File: src/sv/smh_pkg.sv
// Shared types, codes and coil tables for the stepper move-and-home sequencer.
// No dependencies; imported by smh_if, smh_step and the top level.
`timescale 1ns / 1ps
`default_nettype none

package smh_pkg;

	localparam int PHASE_COUNT = 8;
	localparam int PHASE_W     = 3;
	localparam int POS_W       = 16;
	localparam int SPS_W       = 12;
	localparam int SLOTS_W     = 7;
	localparam int PROD_W      = SPS_W + SLOTS_W;
	localparam int LIMIT_W     = PROD_W + 1;
	localparam int CROSS_W     = 24;
	localparam int COIL_W      = 4;
	localparam int CFG_IDX_W   = 2;
	localparam int CFG_DATA_W  = 12;

	typedef enum logic [1:0] {
		ACT_TICK  = 2'd0,
		ACT_START = 2'd1,
		ACT_SLOT  = 2'd2,
		ACT_STOP  = 2'd3
	} action_t;

	typedef enum logic [1:0] {
		RUN_IDLE   = 2'd0,
		RUN_NORMAL = 2'd1,
		RUN_SEARCH = 2'd2,
		RUN_CROSS  = 2'd3
	} run_mode_t;

	localparam logic [1:0] MOVE_NORMAL = 2'd0;
	localparam logic [1:0] MOVE_SEARCH = 2'd1;
	localparam logic [1:0] MOVE_CROSS  = 2'd2;

	localparam logic [CFG_IDX_W-1:0] CFG_DECAY = 2'd0;
	localparam logic [CFG_IDX_W-1:0] CFG_SPS   = 2'd1;
	localparam logic [CFG_IDX_W-1:0] CFG_SLOTS = 2'd2;

	localparam logic [SPS_W-1:0]   SPS_RESET   = 12'd50;
	localparam logic [SLOTS_W-1:0] SLOTS_RESET = 7'd8;

	typedef struct packed {
		action_t                 action;
		logic signed [POS_W-1:0] move_steps;
		logic [1:0]              move_mode;
		logic [SLOTS_W-1:0]      slot;
		logic                    home_sensor;
	} smh_cmd_t;

	typedef struct packed {
		run_mode_t           run_mode;
		logic                dir_neg;
		logic [POS_W-1:0]    target;
		logic [POS_W-1:0]    moved;
		logic [POS_W-1:0]    pos;
		logic [PHASE_W-1:0]  phase;
		logic                unstarted;
		logic                seen_low;
		logic [CROSS_W-1:0]  cross_cnt;
		logic [COIL_W-1:0]   coil;
		logic                homed;
		logic                home_err;
	} smh_state_t;

	typedef struct packed {
		logic               decay;
		logic [SPS_W-1:0]   sps;
		logic [SLOTS_W-1:0] slots;
	} smh_cfg_t;

	// decay 0 = slow (phase-swapped table), 1 = fast
	function automatic logic [COIL_W-1:0] coil_bits(input logic decay,
	                                                input logic [PHASE_W-1:0] ph);
		logic [COIL_W-1:0] r;
		if (decay) begin
			case (ph)
				3'd0: r = 4'hA;
				3'd1: r = 4'h6;
				3'd2: r = 4'h2;
				3'd3: r = 4'h1;
				3'd4: r = 4'h0;
				3'd5: r = 4'hC;
				3'd6: r = 4'h8;
				default: r = 4'hB;
			endcase
		end else begin
			case (ph)
				3'd0: r = 4'hA;
				3'd1: r = 4'hB;
				3'd2: r = 4'h8;
				3'd3: r = 4'hC;
				3'd4: r = 4'h0;
				3'd5: r = 4'h1;
				3'd6: r = 4'h2;
				default: r = 4'h6;
			endcase
		end
		return r;
	endfunction

endpackage

`default_nettype wire

File: src/sv/smh_if.sv
// Handshake channel interfaces: command in, status out, register writes.
// Depends on smh_pkg.
`timescale 1ns / 1ps
`default_nettype none

interface smh_cmd_if import smh_pkg::*; ();
	logic                    valid;
	logic                    ready;
	logic [1:0]              action;
	logic signed [POS_W-1:0] move_steps;
	logic [1:0]              move_mode;
	logic [SLOTS_W-1:0]      slot;
	logic                    home_sensor;

	modport source (output valid, action, move_steps, move_mode, slot, home_sensor,
	                input ready);
	modport sink   (input valid, action, move_steps, move_mode, slot, home_sensor,
	                output ready);
endinterface

interface smh_status_if import smh_pkg::*; ();
	logic                    valid;
	logic                    ready;
	logic [COIL_W-1:0]       coil_pattern;
	logic                    idle;
	logic signed [POS_W-1:0] position;
	logic                    homed;
	logic                    home_error;
	logic                    finished;

	modport source (output valid, coil_pattern, idle, position, homed, home_error,
	                finished, input ready);
	modport sink   (input valid, coil_pattern, idle, position, homed, home_error,
	                finished, output ready);
endinterface

interface smh_cfg_if import smh_pkg::*; ();
	logic                  valid;
	logic                  ready;
	logic [CFG_IDX_W-1:0]  index;
	logic [CFG_DATA_W-1:0] data;

	modport source (output valid, index, data, input ready);
	modport sink   (input valid, index, data, output ready);
endinterface

`default_nettype wire

File: src/sv/smh_step.sv
// Next-state logic for one command beat: tick, start, slot move or stop.
// Depends on smh_pkg; purely combinational.
`timescale 1ns / 1ps
`default_nettype none

module smh_step import smh_pkg::*; (
	input  smh_cmd_t   cmd,
	input  smh_state_t cur,
	input  smh_cfg_t   cfg,
	output smh_state_t nxt,
	output logic       finished
);

	localparam logic [PHASE_W-1:0] LAST = PHASE_W'(PHASE_COUNT - 1);

	logic [POS_W-1:0]   delta;
	logic [PHASE_W-1:0] phase_n;
	logic [PROD_W-1:0]  slot_dest;
	logic [POS_W-1:0]   slot_steps;
	logic [LIMIT_W-1:0] limit;
	logic [CROSS_W-1:0] cross_inc;
	logic               cross_home;
	logic               cross_fail;

	function automatic smh_state_t start_move(input smh_state_t s,
	                                         input logic [POS_W-1:0] steps,
	                                         input logic [1:0] mode);
		smh_state_t r;
		r = s;
		if (steps == '0 || mode > MOVE_CROSS) begin
			r.run_mode = RUN_IDLE;
		end else begin
			r.dir_neg = steps[POS_W-1];
			r.target  = steps;
			r.moved   = '0;
			case (mode)
				MOVE_NORMAL: r.run_mode = RUN_NORMAL;
				MOVE_SEARCH: r.run_mode = RUN_SEARCH;
				default:     r.run_mode = RUN_CROSS;
			endcase
		end
		return r;
	endfunction

	always_comb begin
		if (cur.unstarted) begin
			phase_n = cur.dir_neg ? LAST : '0;
		end else if (cur.dir_neg) begin
			phase_n = (cur.phase == '0 || cur.phase > LAST) ? LAST : cur.phase - 1'b1;
		end else begin
			phase_n = (cur.phase >= LAST) ? '0 : cur.phase + 1'b1;
		end
	end

	assign delta      = cur.dir_neg ? '1 : POS_W'(1);
	assign slot_dest  = PROD_W'(cmd.slot) * PROD_W'(cfg.sps);
	assign slot_steps = slot_dest[POS_W-1:0] - cur.pos;
	assign limit      = {PROD_W'(cfg.sps) * PROD_W'(cfg.slots), 1'b0};
	assign cross_inc  = cur.cross_cnt + 1'b1;
	assign cross_home = cur.seen_low && cmd.home_sensor;
	assign cross_fail = cross_inc > CROSS_W'(limit);

	always_comb begin
		nxt = cur;
		case (cmd.action)
			ACT_TICK: begin
				if (cur.run_mode != RUN_IDLE) begin
					nxt.phase     = phase_n;
					nxt.unstarted = 1'b0;
					nxt.coil      = coil_bits(cfg.decay, phase_n);
					nxt.moved     = cur.moved + delta;
				end
				case (cur.run_mode)
					RUN_NORMAL: begin
						nxt.pos = cur.pos + delta;
						if (nxt.moved == cur.target) begin
							nxt.target   = '0;
							nxt.run_mode = RUN_IDLE;
						end
					end
					RUN_SEARCH: begin
						nxt.pos = cur.pos + delta;
						if (!cmd.home_sensor) begin
							nxt.homed    = 1'b1;
							nxt.home_err = 1'b0;
							nxt.target   = '0;
							nxt.run_mode = RUN_IDLE;
						end else if (nxt.moved == cur.target) begin
							nxt.homed    = 1'b0;
							nxt.home_err = 1'b1;
							nxt.target   = '0;
							nxt.run_mode = RUN_IDLE;
						end
					end
					RUN_CROSS: begin
						nxt.cross_cnt = cross_inc;
						if (!cur.seen_low && !cmd.home_sensor) begin
							nxt.seen_low = 1'b1;
						end
						if (cross_home) begin
							nxt.pos = '0;
						end
						if (cross_home || cross_fail) begin
							nxt.cross_cnt = '0;
							nxt.seen_low  = 1'b0;
							nxt.homed     = !cross_fail;
							nxt.home_err  = cross_fail;
							nxt.target    = '0;
							nxt.run_mode  = RUN_IDLE;
						end
					end
					default: begin
					end
				endcase
			end
			ACT_START: begin
				nxt = start_move(cur, cmd.move_steps, cmd.move_mode);
			end
			ACT_SLOT: begin
				nxt = start_move(cur, slot_steps, MOVE_NORMAL);
			end
			default: begin
				nxt.target   = '0;
				nxt.run_mode = RUN_IDLE;
			end
		endcase
	end

	assign finished = (cur.run_mode != RUN_IDLE) && (nxt.run_mode == RUN_IDLE);

endmodule

`default_nettype wire

File: src/sv/stepper_move_and_home_sequencer_top.sv
// Top level of the stepper move-and-home sequencer.
// Depends on smh_pkg, smh_if and smh_step.
//
// Usage:
//  cmd    - one beat per action: tick, start move, move to slot, stop.
//  status - one beat per command: coil pattern, idle, position, homing
//           flags and a finished strobe, all as they stand after the action.
//  cfg    - register writes (decay mode, steps per slot, slot count); always
//           ready, to be written only while no command is in flight.
// A command beat is registered in the input register, worked through the step
// logic and lands in the status register with the updated motor state. One
// command per cycle is sustained while the status receiver keeps up; the motor
// state loop closes through the combinational step logic alone.
// The cmd and status sides are parted by the status register: a stalled
// receiver holds status, one further command waits in the input register, and
// cmd.ready drops only when both are full.
// Reset clears the motor state, homing flags and both registers' valid flags;
// the configuration returns to slow decay, 50 steps per slot and 8 slots.
`timescale 1ns / 1ps
`default_nettype none

module stepper_move_and_home_sequencer_top import smh_pkg::*; (
	input  wire              clk,
	input  wire              arst_n,
	smh_cmd_if.sink          cmd,
	smh_status_if.source     status,
	smh_cfg_if.sink          cfg
);

	localparam smh_state_t STATE_RESET = '{
		run_mode:  RUN_IDLE,
		dir_neg:   1'b0,
		target:    '0,
		moved:     '0,
		pos:       '0,
		phase:     '0,
		unstarted: 1'b1,
		seen_low:  1'b0,
		cross_cnt: '0,
		coil:      '0,
		homed:     1'b0,
		home_err:  1'b0
	};

	logic       valid_s1;
	smh_cmd_t   cmd_s1;
	smh_state_t state_q;
	smh_state_t state_n;
	smh_cfg_t   cfg_q;
	logic       finished_n;
	logic       advance;
	logic       out_valid_q;

	assign advance   = valid_s1 && (!out_valid_q || status.ready);
	assign cmd.ready = !valid_s1 || advance;
	assign cfg.ready = 1'b1;

	always_ff @(posedge clk or negedge arst_n) begin
		if (!arst_n) begin
			cfg_q.decay <= 1'b0;
			cfg_q.sps   <= SPS_RESET;
			cfg_q.slots <= SLOTS_RESET;
		end else if (cfg.valid) begin
			case (cfg.index)
				CFG_DECAY: cfg_q.decay <= cfg.data[0];
				CFG_SPS:   cfg_q.sps   <= cfg.data[SPS_W-1:0];
				CFG_SLOTS: cfg_q.slots <= cfg.data[SLOTS_W-1:0];
				default: begin
				end
			endcase
		end
	end

	always_ff @(posedge clk or negedge arst_n) begin
		if (!arst_n) begin
			valid_s1 <= 1'b0;
		end else if (cmd.ready) begin
			valid_s1 <= cmd.valid;
		end
	end

	always_ff @(posedge clk) begin
		if (cmd.ready && cmd.valid) begin
			cmd_s1.action      <= action_t'(cmd.action);
			cmd_s1.move_steps  <= cmd.move_steps;
			cmd_s1.move_mode   <= cmd.move_mode;
			cmd_s1.slot        <= cmd.slot;
			cmd_s1.home_sensor <= cmd.home_sensor;
		end
	end

	smh_step u_step (
		.cmd      (cmd_s1),
		.cur      (state_q),
		.cfg      (cfg_q),
		.nxt      (state_n),
		.finished (finished_n)
	);

	always_ff @(posedge clk or negedge arst_n) begin
		if (!arst_n) begin
			state_q <= STATE_RESET;
		end else if (advance) begin
			state_q <= state_n;
		end
	end

	always_ff @(posedge clk or negedge arst_n) begin
		if (!arst_n) begin
			out_valid_q <= 1'b0;
		end else if (advance) begin
			out_valid_q <= 1'b1;
		end else if (status.ready) begin
			out_valid_q <= 1'b0;
		end
	end

	always_ff @(posedge clk) begin
		if (advance) begin
			status.coil_pattern <= state_n.coil;
			status.idle         <= (state_n.run_mode == RUN_IDLE);
			status.position     <= state_n.pos;
			status.homed        <= state_n.homed;
			status.home_error   <= state_n.home_err;
			status.finished     <= finished_n;
		end
	end

	assign status.valid = out_valid_q;

endmodule

`default_nettype wire

File: src/flat_wrapper.sv
// flat-port wrapper written by rule: the top's interface ports become plain ports
module stepper_move_and_home_sequencer_top_flat import smh_pkg::*;
  (clk, arst_n, cmd_valid, cmd_action, cmd_move_steps, cmd_move_mode, cmd_slot, cmd_home_sensor, cmd_ready, status_valid, status_coil_pattern, status_idle, status_position, status_homed, status_home_error, status_finished, status_ready, cfg_valid, cfg_index, cfg_data, cfg_ready);
  smh_cmd_if cmd_i ();
  smh_status_if status_i ();
  smh_cfg_if cfg_i ();
  input  wire clk;
  input  wire arst_n;
  input wire logic [$bits(cmd_i.valid)-1:0] cmd_valid;
  input wire logic [$bits(cmd_i.action)-1:0] cmd_action;
  input wire logic [$bits(cmd_i.move_steps)-1:0] cmd_move_steps;
  input wire logic [$bits(cmd_i.move_mode)-1:0] cmd_move_mode;
  input wire logic [$bits(cmd_i.slot)-1:0] cmd_slot;
  input wire logic [$bits(cmd_i.home_sensor)-1:0] cmd_home_sensor;
  output wire logic [$bits(cmd_i.ready)-1:0] cmd_ready;
  output wire logic [$bits(status_i.valid)-1:0] status_valid;
  output wire logic [$bits(status_i.coil_pattern)-1:0] status_coil_pattern;
  output wire logic [$bits(status_i.idle)-1:0] status_idle;
  output wire logic [$bits(status_i.position)-1:0] status_position;
  output wire logic [$bits(status_i.homed)-1:0] status_homed;
  output wire logic [$bits(status_i.home_error)-1:0] status_home_error;
  output wire logic [$bits(status_i.finished)-1:0] status_finished;
  input wire logic [$bits(status_i.ready)-1:0] status_ready;
  input wire logic [$bits(cfg_i.valid)-1:0] cfg_valid;
  input wire logic [$bits(cfg_i.index)-1:0] cfg_index;
  input wire logic [$bits(cfg_i.data)-1:0] cfg_data;
  output wire logic [$bits(cfg_i.ready)-1:0] cfg_ready;
  assign cmd_i.valid = cmd_valid;
  assign cmd_i.action = cmd_action;
  assign cmd_i.move_steps = cmd_move_steps;
  assign cmd_i.move_mode = cmd_move_mode;
  assign cmd_i.slot = cmd_slot;
  assign cmd_i.home_sensor = cmd_home_sensor;
  assign cmd_ready = cmd_i.ready;
  assign status_valid = status_i.valid;
  assign status_coil_pattern = status_i.coil_pattern;
  assign status_idle = status_i.idle;
  assign status_position = status_i.position;
  assign status_homed = status_i.homed;
  assign status_home_error = status_i.home_error;
  assign status_finished = status_i.finished;
  assign status_i.ready = status_ready;
  assign cfg_i.valid = cfg_valid;
  assign cfg_i.index = cfg_index;
  assign cfg_i.data = cfg_data;
  assign cfg_ready = cfg_i.ready;
  stepper_move_and_home_sequencer_top u_core (.clk(clk), .arst_n(arst_n), .cmd(cmd_i), .status(status_i), .cfg(cfg_i));
endmodule
File: config.mk
export PLATFORM = sky130hd
export DESIGN_NAME = stepper_move_and_home_sequencer_top_flat
export DESIGN_NICKNAME = d
export VERILOG_FILES = /design/src/sv/smh_pkg.sv /design/src/sv/smh_if.sv /design/src/sv/smh_step.sv /design/src/sv/stepper_move_and_home_sequencer_top.sv /design/src/flat_wrapper.sv
export SDC_FILE = /design/constraint.sdc
export NUM_CORES = 1
export LEC_CHECK = 0
export BUFFER_PORTS_ARGS = -buffer_cell sky130_fd_sc_hd__buf_2
export CAP_MARGIN = 20
export CORE_MARGIN = 2
export CORE_UTILIZATION = 40
export CTS_CLUSTER_DIAMETER = 150
export DETAILED_ROUTE_END_ITERATION = 8
export GPL_ROUTABILITY_DRIVEN = 0
export MAX_ROUTING_LAYER = met4
export PLACE_DENSITY = 0.64
export SYNTH_ARGS = -nofsm -noshare
export SYNTH_HDL_FRONTEND = slang
export SYNTH_SLANG_ARGS = --single-unit
File: constraint.sdc
create_clock -name clk -period 9.05 [get_ports clk]
set_input_delay 1.81 -clock clk [delete_from_list [all_inputs] [get_ports clk]]
set_output_delay 1.81 -clock clk [all_outputs]
set_load 0.01 [all_outputs]
==> metrics.txt, run 1 <==
R2R depth=25; outcome=completed; Post CTS Setup Buffer Count=0; critical-path maximum fanout=16; Max clock buf depth=2; RSZ-0062 raised after global routing=false; Die ar.=0.0394 mm2; Clock Latency Late Sink=0.45 ns; Tcrit/Tclk final=0.825; total track usage=0.201; register-to-register path setup slack=1.58 ns; Cell Area, Synth=0.0151 mm2; Vias=11600; min-delay src=u_core.state_q[2]; die height=199 um; Critical Path RT=9.39 ns; Max Slew Vio Count=0; worst hold path cell count=2; Antenna Nets Post-Route=0; core area=0.0375 mm2; FF-to-FF End=u_core.state_q[82]; DRT Pass-1 Iters=5; Starting Density=0.404; max_cap viols=0; Worst EP arrival=a little under 8 ns; largest net degree at the start of global routing=63; setup violators final=0; H-tree level count=4; clock skew=0.0143 ns; most used flip-flop cell after synthesis=dfrtp_1; CP Launch Point=u_core.cfg_q[8]; r2r startpoint=u_core.cfg_q[8]; CP Launch Type=register; I/O pin count=74; CTS Root Buffer Type=clkbuf_16; Rows=71; final core utilization=0.440; vias in the first global route=11600; nets@finish=1920; share of layout cells above drive strength 1=0.106; dpl hpwl=28200 um; clk sinks=160; Gates resized, CTS repair=0; Worst Hold End=u_core.state_q[2]; max_slew headroom=0.346; initial antenna violation count=0; asr flop ratio synth=0.675; Hold Violations, Final=0; Remaining DRCs=0; crit end category=register; Post-synth EDFFs=52; Netlist cell types=93; critical path class=reg -> reg; Syn-to-layout area delta=8.96%; min cycle time layout=7.47 ns; type of the most critical hold path=reg -> reg; Post-Syn Nets=about 1900; Avg WL per Cell=17.0 um; Die W=between 150 and 200 um; CTS clk-pin slew, worst paths=0.06 ns; Overflow after GRT=0; FILL cells=3689; Max Freq=134 MHz; cts bufs inserted=17; Syn. warnings=0; first-pass GRT wire length=approximately 61000 um; Setup TNS=0 ns; TritonCTS clock tree=done; Avg Inst Size Synth=9.47 um2; Port Buf Inserts=72; sequential area share after synthesis=0.282; final wirelength=36600 um; Initial DRC Count=between 600 and 700; hold buffer count at cts=0; Worst-Margin Slew=a little under 1 ns; Via density=5.37; flops & latches, synth=160; Post-Syn Instances=1599
## layer usage
metal | global-route usage | up-vias | share of wire | routed length (um)
li1 | - | 5589 | - | -
met1 | 0.277 | 5715 | 0.48 | 17600
met5 | - | - | 0 | 0
met2 | 0.309 | 243 | 0.46 | 17000
met3 | 0.0287 | 45 | 0.039 | 1420
met4 | 0.0583 | 0 | 0.018 | 669
## worst max path at each step
stage,to,slack (ns),depth (start not counted)
final,u_core.state_q[82],1.58,25
after global placement,u_core.state_q[82],1.69,25
after global routing,u_core.state_q[82],1.04,28
after floorplan,u_core.status.home_error,2.18,25
after detailed placement,u_core.state_q[82],1.58,25
after CTS,u_core.state_q[82],1.56,25
## stage by stage
step                      hold WS (ns)  cell area, um2  cells  setup WS [ns]
final                            0.483           16500   2159           1.58
after floorplan                  0.446           15100   1599           2.18
after CTS                        0.483           16500   2156           1.56
after global routing             0.504           16500   2158           1.04
after detailed placement         0.467           15900   2124           1.58
after global placement           0.464           15900   2124           1.69
## cell type report
cell class,instances,area (um2),area share
antenna,1,2.50,0.000152
clock buffer,24,483,0.0293
clock inverter,8,78.8,0.00478
inverter,161,604,0.0366
multi-input combinational,1213,9990,0.605
sequential,160,4270,0.259
tap,511,639,0.0388
timing repair buffer,81,434,0.0263
## critical path, cell delays in order (launching register included)
cell and delay [ns]:
dfstp_2 0.67, and2_1 0.19, fa_1 0.42, fa_1 0.52
fa_1 0.54, inv_1 0.05, fa_1 0.52, inv_1 0.04
ha_1 0.35, a21oi_1 0.20, a21oi_1 0.11, a2111oi_0 0.38
nor2_1 0.16, a211o_1 0.28, a21oi_1 0.17, xor2_1 0.09
ha_1 0.30, nand4_1 0.10, nor3_1 0.32, nand4_1 0.18
a21o_1 0.21, or4_1 0.61, o21ai_0 0.18, a211o_1 0.51
a21oi_1 0.08, a21o_1 0.17
## synth_stat cells (6+ instances only)
| library cell | instances | share of area |
|---|---|---|
| a211oi_1 | 6 | 0.0030 |
| a21o_1 | 16 | 0.0079 |
| a21oi_1 | 67 | 0.022 |
| a22o_1 | 24 | 0.014 |
| a22oi_1 | 17 | 0.0084 |
| a31oi_1 | 8 | 0.0033 |
| and2_1 | 119 | 0.049 |
| and3_1 | 16 | 0.0066 |
| buf_2 | 6 | 0.0020 |
| clkbuf_1 | 50 | 0.012 |
| dfrtp_1 | 103 | 0.17 |
| edfxtp_1 | 52 | 0.10 |
| fa_1 | 113 | 0.15 |
| ha_1 | 126 | 0.10 |
| inv_1 | 159 | 0.039 |
| mux2_2 | 21 | 0.016 |
| mux2i_1 | 10 | 0.0066 |
| nand2_1 | 183 | 0.045 |
| nand2b_1 | 17 | 0.0070 |
| nand3_1 | 35 | 0.012 |
| nand3b_1 | 6 | 0.0030 |
| nand4_1 | 26 | 0.011 |
| nor2_1 | 59 | 0.015 |
| nor2b_1 | 6 | 0.0025 |
| nor3_1 | 13 | 0.0043 |
| nor4_1 | 9 | 0.0037 |
| o211ai_1 | 6 | 0.0030 |
| o21a_1 | 10 | 0.0050 |
| o21ai_0 | 59 | 0.019 |
| o21bai_1 | 7 | 0.0035 |
| o2bb2ai_1 | 15 | 0.0087 |
| o31ai_1 | 8 | 0.0040 |
| or2_2 | 8 | 0.0033 |
| or3_1 | 6 | 0.0025 |
| xnor2_1 | 61 | 0.035 |
| xor2_1 | 30 | 0.017 |
## state kept, by name (all words and copies together) (netlist names)
signal,cells
u_core.state_q,86
u_core.cmd_s1,28
u_core.cfg_q,20
u_core.status.position,16
u_core.status.coil_pattern,4
u_core.status.finished,1
u_core.status.home_error,1
u_core.status.homed,1
u_core.status.idle,1
u_core.status.valid,1
u_core.valid_s1,1
## kinds of logic after synthesis
logic type | after synthesis | synth area share
compound gates | 315 | 0.146
xor+xnor | 91 | 0.0526
fa+ha+maj | 239 | 0.253
buf+inv | 226 | 0.0585
flops | 160 | 0.282
mux | 31 | 0.0222
other cells | 1 | 0.000248
simple gates | 536 | 0.185
## layout by cell type, fill, tap and decap left out, types with 17 or more instances in the layout
master	n
nand2_1	183
inv_1	159
ha_1	126
and2_1	119
fa_1	113
dfrtp_1	103
buf_2	71
a21oi_1	67
xnor2_1	61
nor2_1	59
o21ai_0	59
edfxtp_1	52
nand3_1	35
xor2_1	30
nand4_1	26
a22o_1	24
mux2_2	21
clkbuf_16	18
nand2b_1	17
a22oi_1	17
Power of run 1 is not shown: default switching activity piles up to over one toggle a cycle in this logic, so the estimate is an artifact.
==> run 2: changes to the inputs <==
--- a/config.mk
+++ b/config.mk
@@ -5,6 +5,7 @@
 export SDC_FILE = /design/constraint.sdc
 export NUM_CORES = 1
 export LEC_CHECK = 0
+export ABC_AREA = 1
 export BUFFER_PORTS_ARGS = -buffer_cell sky130_fd_sc_hd__buf_2
 export CAP_MARGIN = 20
 export CORE_MARGIN = 2
@@ -13,7 +14,7 @@
 export DETAILED_ROUTE_END_ITERATION = 8
 export GPL_ROUTABILITY_DRIVEN = 0
 export MAX_ROUTING_LAYER = met4
-export PLACE_DENSITY = 0.64
+export PLACE_DENSITY = 0.66
 export SYNTH_ARGS = -nofsm -noshare
 export SYNTH_HDL_FRONTEND = slang
 export SYNTH_SLANG_ARGS = --single-unit
==> constraint.sdc (replaced) <==
create_clock -name clk -period 6.6 [get_ports clk]
set_input_delay 1.32 -clock clk [delete_from_list [all_inputs] [get_ports clk]]
set_output_delay 1.32 -clock clk [all_outputs]
set_load 0.01 [all_outputs]
==> metrics.txt, run 2 <==
Hold Violations, Final=0 (unchanged); Net Sw Frac=0.518; Die W=205 um (+3.0%); crit-path most repeated cell=nand2_1; # diodes=0 (-1); min cycle time layout=6.36 ns (-1.10 ns); Overflow after GRT=0 (unchanged); placed cell count=2719 (+28%); CP Launch Type=register; Remaining DRCs=0 (unchanged); dpl hpwl=32200 um (+14%); core area=0.0397 mm2 (+6.0%); max_slew headroom=0.350 (+0.00393); max_cap viols=0 (unchanged); Critical-path top delay cell=dfstp_2; Leak=9.89 nW; setup violators final=0 (unchanged); Post-Syn Instances=2139 (+34%); Netlist cell types=59 (-37%); Commonest cells post-synth=548 x nand2_1, 485 x inv_1, 126 x ha_1; commonest non-fill, non-tap cell in the layout=nand2_1; vias in the first global route=13800 (+19%); Tcrit/Tclk final=0.964 (+0.139); Place WS=0.0308 ns (-1.55 ns); Critical Path RT=6.81 ns (-2.58 ns); Syn-to-layout area delta=12.3%; PD cells=541 mW/mm2; asr flop ratio synth=0.675 (unchanged); Syn. warnings=0 (unchanged); Avg Inst Size Synth=7.53 um2 (-21%); initial antenna violation count=0 (unchanged); clock skew=0.0177 ns (+0.00342 ns); critical-path maximum fanout=5 (-11); DRT Pass-1 Iters=5 (unchanged); Final Power=0.00978 W; cts bufs inserted=17 (unchanged); CTS clk-pin slew, worst paths=0.07 ns (about the same); Avg WL per Cell=14.9 um (-12%); CTS Root Buffer Type=clkbuf_16; Synth top area share=0.160 (-0.0101); fin worst setup slack=0.236 ns (-1.35 ns); critical path class=reg -> reg; CP Launch Point=u_core.cfg_q[3]; Biggest register=u_core.state_q; most used flip-flop cell after synthesis=dfrtp_1; leading area contributor after synthesis=dfrtp_1; min-delay src=u_core.state_q[31]; final wirelength=41300 um (+13%); TritonCTS clock tree=done; I/O pin count=74 (unchanged); Non-Filler Instances=2765 (+28%); Int Power=roughly 0.0047 W; H-tree level count=4 (unchanged); top-count cell post-synth=nand2_1; Vias=13900 (+20%); Seq pwr share=0.158; nets@finish=2513 (+31%); Logic pwr share=0.728; DP Area=0.0172 mm2 (+7.8%); FILL cells=3941 (+6.8%); Max Slew Vio Count=0 (unchanged); Antenna Nets Post-Route=0 (unchanged); max reg flops=86 (unchanged); flops & latches, synth=160 (unchanged); slowest cell delay on critical path=0.59 ns (-0.08 ns); Worst EP arrival=6.58 ns (-1.22 ns); first-pass GRT wire length=67900 um (+12%); Max Freq=157 MHz (+17%); clk sinks=160 (unchanged); die height=205 um (+3.0%); Max clock buf depth=2 (unchanged); Port Buf Inserts=72 (unchanged); Clock Latency Late Sink=0.47 ns (+0.02 ns); post-route cell area=0.0181 mm2 (+9.5%); outcome=completed; multi-input logic area=0.00984 mm2 (-1.4%); largest net degree at the start of global routing=71 (+13%); Largest regs=u_core.state_q x86, u_core.cmd_s1 x28, u_core.cfg_q x20; Peak VDD IR=between 0.4 and 0.5 mV; synth top area cells=dfrtp_1 16%, fa_1 14%, nand2_1 13%, inv_1 11%, ha_1 9.8%; Post-synth EDFFs=52 (unchanged); Storage cell area=0.00427 mm2 (about the same); sequential area share after synthesis=0.265 (-0.0167); Starting Density=0.405 (+0.00119); commonest non-fill, non-tap cells in the layout=538 x nand2_1, 479 x inv_1, 122 x ha_1; RSZ-0062 raised after global routing=true; Die ar.=0.0419 mm2 (+6.2%); hold buffer count at cts=0 (unchanged); r2r startpoint=u_core.cfg_q[3]; Post-Syn Nets=2425 (+29%); Initial DRC Count=879 (+29%); crit end category=register; type of the most critical hold path=reg -> reg; Switch Pwr=0.00507 W; Rows=73 (+2.8%); Worst-Margin Slew=0.975 ns (-0.00590 ns); Cell Area, Synth=0.0161 mm2 (+6.3%); clock share of power=0.114; Via density=5.02 (-6.5%); total track usage=0.210 (+0.00860); share of layout cells above drive strength 1=0.119 (+0.0131)
run 2: changes by cell type after synthesis, moves of 24 or more:
cell	before	now
a22o_1	24	0
and2_1	119	3
inv_1	159	485
nand2_1	183	548
nand3_1	35	117
nor2_1	59	87
o21ai_0	59	91
o22ai_1	4	35
xnor2_1	61	15
run 2: power by group through the flow:
stage	Combinational, W	Clock (W)	Sequential [W]
2_1_floorplan	0.00531	0	0.00148
3_3_place_gp	0.00665	0	0.00156
3_5_place_dp	0.00683	0	0.00156
4_1_cts	0.00689	0.00113	0.00155
5_1_grt	0.00819	0.00116	0.00158
6_report	0.00712	0.00111	0.00155
run 2: area by class of cell:
type / instances / area share
inverter: 492 / 0.102
tap: 525 / 0.0363
clock buffer: 17 / 0.0235
sequential: 160 / 0.236
multi-input combinational: 1429 / 0.545
timing repair buffer: 127 / 0.0445
clock inverter: 15 / 0.0123
run 2: worst paths after layout:
| kind | to | cells past startpoint | slack [ns] |
|---|---|---|---|
| setup / recovery | u_core.status.finished | 39 | 0.24 |
| hold / removal | u_core.state_q[31] | 2 | 0.47 |
| setup reg to reg | u_core.status.finished | 39 | 0.24 |
| hold reg to reg | u_core.state_q[31] | 2 | 0.47 |
| max in group asynchronous | u_core.state_q[70] | 2 | 4.46 |
| min in group asynchronous | u_core.state_q[22] | 1 | 1.01 |
run 2: logic make-up after synthesis:
| kind of cell | after synthesis | synth area share |
|---|---|---|
| AND/OR/NAND/NOR | 852 | 0.229 |
| buffers and inverters | 550 | 0.133 |
| AO/OA/AOI/OAI | 273 | 0.0986 |
| adder cells (fa/ha/maj) | 239 | 0.238 |
| flip-flops | 160 | 0.265 |
| XOR/XNOR | 59 | 0.0321 |
| multiplexers | 5 | 0.00350 |
| other | 1 | 0.000233 |
run 2: timing repair:
action / in CTS / in global routing
endpoints found under the setup margin: 0 / 45
gates resized for setup: 0 / 45
setup buffers: 0 / 14
run 2: critical path: cells and delay by family (launching register included):
family	cells	cell delay (ns)
adders and majority gates	6	2.51
buffers and inverters	4	0.27
xor gates and xnor gates	1	0.15
DFF	1	0.59
and+or+nand+nor	23	1.90
AOI/OAI and AO/OA	5	0.69
run 2: layer usage:
layer	global-route usage	share of wire	up-vias
met5	-	0	-
met4	0.0769	0.026	0
met3	0.0352	0.056	71
met2	0.340	0.48	344
met1	0.263	0.44	6596
li1	-	-	6868
run 2: stage by stage:
stage	util	setup TNS [ns]	hold slack [ns]
floorplan	-	0	0.432
global placement	0.432	0	0.446
detailed placement	0.432	0	0.451
CTS	0.448	0	0.464
global route	0.455	-0.202	0.479
finish	0.455	0	0.467
Power figures use the tool's default switching activity.
==> run 3: changes to the inputs <==
--- a/config.mk
+++ b/config.mk
@@ -14,7 +14,9 @@
 export DETAILED_ROUTE_END_ITERATION = 8
 export GPL_ROUTABILITY_DRIVEN = 0
 export MAX_ROUTING_LAYER = met4
-export PLACE_DENSITY = 0.66
+export PLACE_DENSITY = 0.64
+export REMOVE_ABC_BUFFERS = 1
+export SLEW_MARGIN = 40
 export SYNTH_ARGS = -nofsm -noshare
 export SYNTH_HDL_FRONTEND = slang
 export SYNTH_SLANG_ARGS = --single-unit
==> constraint.sdc (replaced) <==
create_clock -name clk -period 7.7 [get_ports clk]
set_input_delay 1.54 -clock clk [delete_from_list [all_inputs] [get_ports clk]]
set_output_delay 1.54 -clock clk [all_outputs]
set_load 0.01 [all_outputs]
==> metrics.txt, run 3 (synthesis gave the netlist of run 2 again) <==
Rows=73 (unchanged); DRT Pass-1 Iters=5 (unchanged); worst hold path cell count=2 (unchanged); initial antenna violation count=0 (unchanged); Remaining DRCs=0 (unchanged); final wirelength=41200 um (-0.13%); I/O pin count=74 (unchanged); vias in the first global route=13300 (-3.3%); CP Launch Type=register; type of the most critical hold path=reg -> reg; Worst EP arrival=7.44 ns (+0.86 ns); Via density=5.03 (+0.27%); r2r startpoint=u_core.cfg_q[8]; CTS Root Buffer Type=clkbuf_16; Avg WL per Cell=15.2 um (+1.6%); register-to-register path setup slack=0.63 ns (+0.40 ns); Starting Density=0.405 (unchanged); share of layout cells above drive strength 1=0.0834 (-0.0353); setup violators final=0 (unchanged); Initial DRC Count=990 (+13%); fin worst setup slack=0.632 ns (+0.396 ns); FF-to-FF End=u_core.state_q[70]; RSZ-0062 raised after global routing=false; H-tree level count=4 (unchanged); # diodes=0 (unchanged); CTS clk-pin slew, worst paths=0.07 ns (about the same); die height=205 um (unchanged); Place WS=0.625 ns (+0.594 ns); Setup TNS=0 ns (unchanged); critical path class=reg -> reg; Max Slew Vio Count=0 (unchanged); total track usage=0.208 (-0.00125); clk sinks=160 (unchanged); Die ar.=0.0419 mm2 (unchanged); Gates resized, CTS repair=0 (unchanged); crit-path most repeated cell=nand2_1; R2R depth=35 (-10%); critical-path maximum fanout=32 (+27); crit end category=register; core area=0.0397 mm2 (unchanged); commonest non-fill, non-tap cells in the layout=548 x nand2_1, 484 x inv_1, 125 x ha_1; first-pass GRT wire length=67200 um (-0.98%); outcome=completed; Critical Path RT=8.08 ns (+1.27 ns); Die W=205 um (unchanged); dpl hpwl=32200 um (about the same); Hold WS=0.464 ns (-0.00327 ns); Max Freq=141 MHz (-10%); commonest non-fill, non-tap cell in the layout=nand2_1; slowest cell delay on critical path=0.72 ns (+0.13 ns); cts bufs inserted=17 (unchanged); Tcrit/Tclk final=0.918 (-0.0463); min-delay src=u_core.state_q[31]; min cycle time layout=7.07 ns (+0.704 ns); max reg flops=86 (unchanged); Post CTS Setup Buffer Count=0 (unchanged); clock skew=0.0150 ns (-0.00269 ns); nets@finish=2467 (-1.8%); Port Buf Inserts=72 (unchanged); Syn-to-layout area delta=8.57%; Clock Latency Late Sink=0.45 ns (-0.02 ns); Hold Violations, Final=0 (unchanged); TritonCTS clock tree=done; Worst-Margin Slew=0.751 ns (-0.224 ns); Worst Hold End=u_core.state_q[31]; Antenna Nets Post-Route=0 (unchanged); hold buffer count at cts=0 (unchanged); max_cap viols=0 (unchanged); largest net degree at the start of global routing=61 (-14%); Max clock buf depth=2 (unchanged); max_slew headroom=0.496 (+0.146); Largest regs=u_core.state_q x86, u_core.cmd_s1 x28, u_core.cfg_q x20; Overflow after GRT=0 (unchanged); Vias=13700 (-1.4%); Critical-path top delay cell=dfstp_2; Biggest register=u_core.state_q
## run 3: cell type report
| cell class | count | area [um2] |
|---|---|---|
| Fill cell | 3995 | 22300 |
| Multi-Input combinational cell | 1429 | 9700 |
| Sequential cell | 160 | 4270 |
| Inverter | 492 | 1850 |
| Tap cell | 525 | 657 |
| Clock buffer | 21 | 460 |
| Timing Repair Buffer | 81 | 447 |
| Clock inverter | 11 | 96.3 |
## run 3: worst max-delay path by stage
stage	start	end	depth (start not counted)
2_1_floorplan	u_core.cfg_q[8]	u_core.state_q[67]	35
3_3_place_gp	u_core.cfg_q[8]	u_core.state_q[70]	35
3_5_place_dp	u_core.cfg_q[8]	u_core.state_q[77]	35
4_1_cts	u_core.cfg_q[8]	u_core.state_q[77]	35
5_1_grt	u_core.cfg_q[6]	u_core.state_q[77]	35
6_report	u_core.cfg_q[8]	u_core.state_q[70]	35
## run 3: metal layers
layer  global-route usage  share of wire  vias up  wire [um]
li1                     -              -     6756          -
met1                0.275           0.45     6494      18700
met2                0.338           0.47      382      19400
met3               0.0278          0.055       53       2280
met4               0.0533          0.019        0        788
met5                    -              0        -          0
## run 3: critical path: cells and delay by family (launching register included)
family / cells / cell delay [ns]
fa+ha+maj: 6 / 2.73
simple gates: 18 / 2.20
compound gates: 6 / 0.97
flops: 1 / 0.72
buf+inv: 4 / 0.23
xor+xnor: 1 / 0.14
## run 3: metrics by stage
step	util	instances	instance area, um2
final	0.440	2719	17500
after CTS	0.439	2718	17400
after global placement	0.425	2686	16900
after global routing	0.440	2719	17500
after floorplan	-	2081	15800
after detailed placement	0.425	2686	16900
Power of run 3 is left out for the same reason.
